File: src/design/tsd_pkg.sv
`timescale 1ns / 1ps
// tsd_pkg: types and constants for the tar stream deframer
// no dependencies; imported by tar_stream_deframer

package tsd_pkg;

  localparam int BLOCK_BYTES = 512;
  localparam int OFF_W       = $clog2(BLOCK_BYTES);

  localparam logic [OFF_W-1:0] BLOCK_LAST   = OFF_W'(BLOCK_BYTES - 1);
  localparam logic [OFF_W-1:0] SIZE_AT      = OFF_W'(124);
  localparam logic [OFF_W-1:0] SIZE_END     = OFF_W'(136);
  localparam logic [OFF_W-1:0] TYPE_AT      = OFF_W'(156);

  localparam logic [7:0] CH_ZERO  = 8'h30;
  localparam logic [7:0] CH_FIVE  = 8'h35;
  localparam logic [7:0] CH_SPACE = 8'h20;
  localparam logic [7:0] CH_TAB   = 8'h09;
  localparam logic [7:0] CH_CR    = 8'h0D;

  localparam int ENTRY_SIZE_W = 36;

  typedef enum logic [2:0] {
    PH_HEADER = 3'd0,
    PH_DATA   = 3'd1,
    PH_PAD    = 3'd2,
    PH_SKIP   = 3'd3,
    PH_END    = 3'd4
  } phase_t;

  typedef enum logic [2:0] {
    CLS_HEADER = 3'd0,
    CLS_DATA   = 3'd1,
    CLS_PAD    = 3'd2,
    CLS_SKIP   = 3'd3,
    CLS_END    = 3'd4
  } byte_class_t;

  typedef enum logic [1:0] {
    SCAN_BLANK = 2'd0,
    SCAN_DIGIT = 2'd1,
    SCAN_DONE  = 2'd2
  } scan_t;

  typedef enum logic [1:0] {
    KIND_REG   = 2'd0,
    KIND_DIR   = 2'd1,
    KIND_OTHER = 2'd2
  } entry_kind_t;

  typedef enum logic [1:0] {
    BK_ENTRY = 2'd0,
    BK_ZERO  = 2'd1,
    BK_EOA   = 2'd2
  } block_kind_t;

endpackage

File: src/design/tar_stream_deframer.sv
`timescale 1ns / 1ps
// tar_stream_deframer: tags each byte of a tar archive with its role
// depends on tsd_pkg

// Takes one archive byte per item and returns one tagged item per byte: the byte itself, its
// class (header, file content, padding, skipped content, after end), a flag on the last byte
// of every header block with the block kind, the kind and octal-decoded size of the latest entry, and
// a flag on the last content byte of a regular file. One item per cycle is sustained; each
// byte updates the parser state in the cycle it is accepted and its result lands in a single
// output register, so in_ready drops only while a held result waits on out_ready. The result
// is valid in the cycle after acceptance. After two consecutive all-zero blocks every
// further byte is tagged as after end until reset.
module tar_stream_deframer
  import tsd_pkg::*;
#(
  parameter int SIZE_BITS = 36
) (
  input  logic                    clk,
  input  logic                    rst_n,
  input  logic                    in_valid,
  output logic                    in_ready,
  input  logic [7:0]              in_archive_byte,
  output logic                    out_valid,
  input  logic                    out_ready,
  output logic [7:0]              out_byte_out,
  output logic [2:0]              out_byte_class,
  output logic                    out_header_end,
  output logic [1:0]              out_block_kind,
  output logic [1:0]              out_entry_kind,
  output logic [ENTRY_SIZE_W-1:0] out_entry_size,
  output logic                    out_content_last
);

  localparam int EXT_W = (SIZE_BITS > ENTRY_SIZE_W) ? SIZE_BITS : ENTRY_SIZE_W;

  phase_t                 phase_r, phase_nxt;
  logic [OFF_W-1:0]       off_r, off_nxt;
  logic [SIZE_BITS-1:0]   rem_r, rem_nxt;
  logic [SIZE_BITS-1:0]   acc_r, acc_nxt;
  scan_t                  scan_r, scan_nxt;
  logic                   nz_r, nz_nxt;
  logic                   zseen_r, zseen_nxt;
  entry_kind_t            type_r, type_nxt;
  entry_kind_t            lat_kind_r, lat_kind_nxt;
  logic [SIZE_BITS-1:0]   lat_size_r, lat_size_nxt;

  logic                   out_valid_r;
  logic [7:0]             out_byte_r;
  byte_class_t            out_cls_r, cls;
  logic                   out_hend_r, hend;
  block_kind_t            out_bkind_r, bkind;
  entry_kind_t            out_kind_r;
  logic [SIZE_BITS-1:0]   out_size_r;
  logic                   out_clast_r, clast;

  logic                   accept;
  logic [7:0]             b;
  logic                   is_blank, is_digit, in_field, hdr_first, hdr_last;
  logic [SIZE_BITS-1:0]   acc_base, acc_cur, rem_dec;
  scan_t                  scan_base, scan_cur;
  logic                   nz_cur;
  entry_kind_t            type_cur;
  logic [OFF_W-1:0]       off_inc;
  logic [EXT_W-1:0]       size_ext;

  assign in_ready = !out_valid_r || out_ready;
  assign accept   = in_valid && in_ready;
  assign b        = in_archive_byte;

  assign is_blank  = (b == CH_SPACE) || (b >= CH_TAB && b <= CH_CR);
  assign is_digit  = (b[7:3] == CH_ZERO[7:3]);
  assign in_field  = (off_r >= SIZE_AT) && (off_r < SIZE_END);
  assign hdr_first = (off_r == '0);
  assign hdr_last  = (off_r == BLOCK_LAST);
  assign off_inc   = off_r + 1'b1;
  assign rem_dec   = (rem_r != '0) ? rem_r - 1'b1 : rem_r;

  assign acc_base  = hdr_first ? '0 : acc_r;
  assign scan_base = hdr_first ? SCAN_BLANK : scan_r;
  assign nz_cur    = (hdr_first ? 1'b0 : nz_r) || (b != 8'h00);

  // octal size field scan
  always_comb begin
    acc_cur  = acc_base;
    scan_cur = scan_base;
    if (in_field) begin
      case (scan_base)
        SCAN_BLANK: begin
          if (is_digit) begin
            acc_cur  = SIZE_BITS'(b[2:0]);
            scan_cur = SCAN_DIGIT;
          end else if (!is_blank) begin
            scan_cur = SCAN_DONE;
          end
        end
        SCAN_DIGIT: begin
          if (is_digit) begin
            if (|acc_base[SIZE_BITS-1:SIZE_BITS-3]) begin
              acc_cur = '1;
            end else begin
              acc_cur = {acc_base[SIZE_BITS-4:0], b[2:0]};
            end
          end else begin
            scan_cur = SCAN_DONE;
          end
        end
        default: begin
          scan_cur = scan_base;
        end
      endcase
    end
  end

  // type byte
  always_comb begin
    type_cur = type_r;
    if (off_r == TYPE_AT) begin
      if (b == CH_ZERO || b == 8'h00) begin
        type_cur = KIND_REG;
      end else if (b == CH_FIVE) begin
        type_cur = KIND_DIR;
      end else begin
        type_cur = KIND_OTHER;
      end
    end
  end

  // next phase
  always_comb begin
    phase_nxt = phase_r;
    case (phase_r)
      PH_HEADER: begin
        if (hdr_last) begin
          if (nz_cur) begin
            if (type_cur == KIND_REG && acc_cur != '0) begin
              phase_nxt = PH_DATA;
            end else if (type_cur == KIND_OTHER && acc_cur != '0) begin
              phase_nxt = PH_SKIP;
            end
          end else if (zseen_r) begin
            phase_nxt = PH_END;
          end
        end
      end
      PH_DATA: begin
        if (rem_dec == '0) begin
          phase_nxt = (off_inc == '0) ? PH_HEADER : PH_PAD;
        end
      end
      PH_PAD: begin
        if (off_inc == '0) begin
          phase_nxt = PH_HEADER;
        end
      end
      PH_SKIP: begin
        if (rem_dec == '0 && off_inc == '0) begin
          phase_nxt = PH_HEADER;
        end
      end
      default: begin
        phase_nxt = PH_END;
      end
    endcase
  end

  // datapath and result fields
  always_comb begin
    off_nxt      = off_inc;
    rem_nxt      = rem_r;
    acc_nxt      = acc_r;
    scan_nxt     = scan_r;
    nz_nxt       = nz_r;
    zseen_nxt    = zseen_r;
    type_nxt     = type_r;
    lat_kind_nxt = lat_kind_r;
    lat_size_nxt = lat_size_r;
    cls          = CLS_END;
    hend         = 1'b0;
    bkind        = BK_ENTRY;
    clast        = 1'b0;
    case (phase_r)
      PH_HEADER: begin
        cls      = CLS_HEADER;
        acc_nxt  = acc_cur;
        scan_nxt = scan_cur;
        nz_nxt   = nz_cur;
        type_nxt = type_cur;
        if (hdr_last) begin
          hend = 1'b1;
          if (nz_cur) begin
            zseen_nxt    = 1'b0;
            lat_kind_nxt = type_cur;
            lat_size_nxt = acc_cur;
            rem_nxt      = acc_cur;
          end else if (zseen_r) begin
            bkind = BK_EOA;
          end else begin
            bkind     = BK_ZERO;
            zseen_nxt = 1'b1;
          end
        end
      end
      PH_DATA: begin
        cls     = CLS_DATA;
        rem_nxt = rem_dec;
        clast   = (rem_dec == '0);
      end
      PH_PAD: begin
        cls = CLS_PAD;
      end
      PH_SKIP: begin
        cls     = CLS_SKIP;
        rem_nxt = rem_dec;
      end
      default: begin
        cls     = CLS_END;
        off_nxt = off_r;
      end
    endcase
  end

  always_ff @(posedge clk) begin
    if (!rst_n) begin
      phase_r    <= PH_HEADER;
      off_r      <= '0;
      rem_r      <= '0;
      acc_r      <= '0;
      scan_r     <= SCAN_BLANK;
      nz_r       <= 1'b0;
      zseen_r    <= 1'b0;
      type_r     <= KIND_REG;
      lat_kind_r <= KIND_REG;
      lat_size_r <= '0;
    end else if (accept) begin
      phase_r    <= phase_nxt;
      off_r      <= off_nxt;
      rem_r      <= rem_nxt;
      acc_r      <= acc_nxt;
      scan_r     <= scan_nxt;
      nz_r       <= nz_nxt;
      zseen_r    <= zseen_nxt;
      type_r     <= type_nxt;
      lat_kind_r <= lat_kind_nxt;
      lat_size_r <= lat_size_nxt;
    end
  end

  // output register
  always_ff @(posedge clk) begin
    if (!rst_n) begin
      out_valid_r <= 1'b0;
    end else if (in_ready) begin
      out_valid_r <= in_valid;
    end
  end

  always_ff @(posedge clk) begin
    if (accept) begin
      out_byte_r  <= b;
      out_cls_r   <= cls;
      out_hend_r  <= hend;
      out_bkind_r <= bkind;
      out_kind_r  <= lat_kind_nxt;
      out_size_r  <= lat_size_nxt;
      out_clast_r <= clast;
    end
  end

  assign size_ext = EXT_W'(out_size_r);

  assign out_valid        = out_valid_r;
  assign out_byte_out     = out_byte_r;
  assign out_byte_class   = out_cls_r;
  assign out_header_end   = out_hend_r;
  assign out_block_kind   = out_bkind_r;
  assign out_entry_kind   = out_kind_r;
  assign out_entry_size   = size_ext[ENTRY_SIZE_W-1:0];
  assign out_content_last = out_clast_r;

`ifndef SYNTHESIS
  a_hend_in_header : assert property (@(posedge clk) disable iff (!rst_n)
    out_valid && out_header_end |-> out_byte_class == CLS_HEADER)
    else $error("header_end outside a header block");

  a_clast_in_data : assert property (@(posedge clk) disable iff (!rst_n)
    out_valid && out_content_last |-> out_byte_class == CLS_DATA)
    else $error("content_last outside file content");

  a_bkind_only_at_hend : assert property (@(posedge clk) disable iff (!rst_n)
    out_valid && !out_header_end |-> out_block_kind == BK_ENTRY)
    else $error("block_kind set away from header_end");

  a_end_sticks : assert property (@(posedge clk) disable iff (!rst_n)
    phase_r == PH_END |=> phase_r == PH_END)
    else $error("left the after-end phase");
`endif

endmodule
File: config.mk
export PLATFORM = sky130hd
export DESIGN_NAME = tar_stream_deframer
export DESIGN_NICKNAME = d
export VERILOG_FILES = /design/src/design/tsd_pkg.sv /design/src/design/tar_stream_deframer.sv
export SDC_FILE = /design/constraint.sdc
export NUM_CORES = 1
export LEC_CHECK = 0
export ABC_CLOCK_PERIOD_IN_PS = 5200
export CAP_MARGIN = 5
export CORE_ASPECT_RATIO = 2
export CORE_UTILIZATION = 30
export CTS_CLUSTER_DIAMETER = 80
export CTS_CLUSTER_SIZE = 40
export DETAILED_ROUTE_END_ITERATION = 10
export DONT_BUFFER_PORTS = 1
export MAX_ROUTING_LAYER = met4
export PLACE_DENSITY = 0.41
export SKIP_CTS_REPAIR_TIMING = 1
export SLEW_MARGIN = 20
export SYNTH_ARGS = -nofsm -noshare
export SYNTH_HDL_FRONTEND = slang
export SYNTH_SLANG_ARGS = --single-unit
File: constraint.sdc
create_clock -name clk -period 5.2 [get_ports clk]
set_clock_uncertainty 0.1 [all_clocks]
set_input_delay 1.56 -clock clk [delete_from_list [all_inputs] [get_ports clk]]
set_output_delay 1.56 -clock clk [all_outputs]
set_load 0.02 [all_outputs]
==> results.yml <==
worst_hold_path:
  hp-class: "flip-flop to flip-flop"
  min-delay-start: "lat_size_r[9]"
synthesis:
  synth-edff-count: 53
  ys_ff_latch: 182
  yosys-top-cells-area: "dfxtp_1 27%, edfxtp_1 17%, nand2_1 9.6%, a21oi_1 7.0%, nor2_1 5.5%"
  yosysTopAreaCell: "dfxtp_1"
  ys_types: 76
  synthFlopType: "dfxtp_1"
  synth_most_common_cell: "nand2_1"
  syn-cell-area_um2: 9548
  syn_avg_cell_area_um2: 7.858
  yosysWarningCount: 0
  synth_nets: 1233
  syn_inst: 1215
  async_flop_share_pct: 0
  seq_area_frac_synth_pct: 43.72
  yosys-top-cells-count: "245 x nand2_1, 141 x nor2_1, 134 x a21oi_1, 129 x dfxtp_1, 94 x o21ai_0"
  synth_top_area_share_pct: 27.05
floorplan:
  die_h_um: 254.3
  dieArea_um2: 32590
  die_width_um: 128.1
  core_um2: 31430
  io_pins: 67
  num_rows: 92
  initial_core_util_pct: 30.38
detailed_routing:
  first_iter_violations: 624
  ant_nets: 0
  routed_wl_um: 34100
  via_per_inst: 5.388
  wl_per_cell_um: 21.21
  first_pass_iters: 5
  drc: 0
  num_vias: 8664
status:
  status: "finished, final reports clean"
clock_tree:
  clk_latency_ns: 0.45
  cts-root-buf: "clkbuf_16"
  cts.sinks: 182
  cts_tree: "done"
  cts_max_path_buffers: 2
  cts_buffers: 17
  clkTransAtPathRegs_ns: 0.07
  htreeDepth: 4
setup_path:
  cp_slowest_cell: "nor4_1"
  crit_top_cell: "nor4_1"
  cp-start-kind: "flip-flop"
  cpLargestDelayFamily: "simple AND/OR/NAND/NOR gates"
  cp-end-kind: "flip-flop"
  crit_start: "rem_r[18]"
  critPathKind: "flip-flop to flip-flop"
  required_ns: 5.44
  path_cells: "nor4_1 -> nand4_1 -> o211ai_2 -> nand2_1 -> nand4b_1 -> nor4_1 -> a31o_2 -> a41oi_1 -> o21a_1"
  critical_path.max_fanout: 8
  max_stage_delay_ns: 0.72
  crit_buf_inv: 0
  worstPathArrival_ns: 4.38
  r2r_start: "rem_r[18]"
power_and_ir_drop:
  p_sw_share_pct: 25.37
  ir_worst_vdd_mv: 0.2283
  p_seq_share_pct: 52.3
  leakage_uw: 0.003656
  switching_power_uw: 750.8
  pwr-share-clk_pct: 41.9
  cell_internal_pwr_uw: 2208
  combPwrFrac_pct: 5.8
  cellPowerDensity_nw_per_um2: 282.4
sta:
  relSlewSlack_pct: 32.07
  finalCritPeriodShare_pct: 79.59
  hold_viol: 0
  setup_viol: 0
  fin_setup_tns_ns: 0
  finalCriticalPeriod_ns: 4.139
  drv_slew: 0
  tightest_slew_ns: 1.019
  fmax_mhz: 241.6
  rsz0062_at_grt: "no"
  layout_setup_ws_ns: 1.061
placement:
  gp_congestion: 0.9112
  port-buffer-count: 0
  dp_hpwl_um: 25280
  dp_slack_ns: 0.7143
  place_area_um2: 9942
global_routing:
  grt_pass1_wl_um: 51990
  grt_overflow: 0
  grt_max_degree: 60
  antenna_found_initial: 0
  first_global_vias: 8455
  grt_usage_pct: 22.20
cells_and_area:
  fin_area_um2: 10480
  area_growth_pct: 9.750
  drive_above_1_share_pct: 7.426
  multi_input_area_um2: 4962
  nets: 1191
  antenna_cells: 0
  fillers: 3389
  register_area_um2: 4174
run:
  cap_violations: 0
[cells in the final DEF, fill, tap and decap left out, types with 10 or more instances in the layout]
| cell | instances |
|---|---|
| mux2i_1 | 11 |
| nand2_1 | 245 |
| edfxtp_1 | 53 |
| or3_1 | 16 |
| buf_4 | 28 |
| o21ai_0 | 94 |
| dfxtp_1 | 129 |
| nor4_1 | 17 |
| clkbuf_16 | 17 |
| nor3_1 | 29 |
| nand3_1 | 15 |
| nand4_1 | 20 |
| o22ai_1 | 11 |
| nor2_1 | 139 |
| or4_1 | 10 |
| inv_1 | 15 |
| xor2_1 | 10 |
| a211oi_1 | 27 |
| a31oi_1 | 19 |
| a21oi_1 | 133 |
[cell type report]
type / count / area share, %
Timing Repair Buffer: 28 / 2.006
Clock inverter: 8 / 0.7522
Tap cell: 423 / 5.051
Multi-Input combinational cell: 927 / 47.36
Inverter: 17 / 0.6328
Clock buffer: 23 / 4.370
Sequential cell: 182 / 39.83
[power groups by stage]
| stage | Clock (uW) | Combinational [uW] | Sequential, uW |
|---|---|---|---|
| global route | 1320 | 190 | 1550 |
| floorplan | 0 | 116 | 1570 |
| finish | 1240 | 172 | 1550 |
| CTS | 1280 | 175 | 1550 |
| global placement | 0 | 175 | 1580 |
| detailed placement | 0 | 174 | 1580 |
[worst reg2reg max path, cell delays in order (launching register included)]
cell      delay [ns]
dfxtp_1         0.37
nor4_1          0.63
nand4_1         0.53
o211ai_2        0.57
nand2_1         0.17
nand4b_1        0.39
nor4_1          0.72
a31o_2          0.29
a41oi_1         0.10
o21a_1          0.15
[sequential cells by signal (all words and copies together), names as in the netlist]
register / flops
acc_r: 36
lat_size_r: 36
out_entry_size: 36
rem_r: 36
off_r: 9
out_byte_out: 8
out_byte_class: 3
phase_r: 3
lat_kind_r: 2
out_block_kind: 2
out_entry_kind: 2
scan_r: 2
type_r: 2
nz_r: 1
out_content_last: 1
out_header_end: 1
out_valid: 1
zseen_r: 1
[routing by layer]
layer	GRT usage (%)	wire [um]	vias to the layer above
met5	-	0	-
met4	9.513	1313	0
met3	3.063	903	50
met2	42.19	18970	177
met1	22.24	12910	4190
li1	-	-	4247
[metrics by stage]
step	instances	util [%]	total power [uW]	hold slack [ns]
after detailed placement	1577	31.64	1755	0.3467
after CTS	1608	33.35	3005	0.3558
final	1608	33.35	2959	0.3539
after global placement	1577	31.63	1756	0.3419
after floorplan	1215	-	1689	0.3338
after global routing	1608	33.35	3061	0.3676
[cell families (layout without fill, tap and decap cells)]
| family | after synthesis | after routing | synth area share [%] |
|---|---|---|---|
| AOI/OAI and AO/OA | 344 | 344 | 21.31 |
| xor gates and xnor gates | 15 | 15 | 1.376 |
| adders and majority gates | 6 | 6 | 0.7862 |
| buffers and inverters | 106 | 76 | 4.495 |
| DFF | 182 | 182 | 43.72 |
| muxes | 13 | 13 | 1.389 |
| and+or+nand+nor | 549 | 549 | 26.93 |
[final timing paths]
kind | end | slack, ns | cells after the start
setup / recovery | phase_r[1] | 1.06 | 9
hold reg to reg | lat_size_r[9] | 0.35 | 2
hold / removal | lat_size_r[9] | 0.35 | 2
setup reg to reg | phase_r[1] | 1.06 | 9
Power figures use the tool's default switching activity.
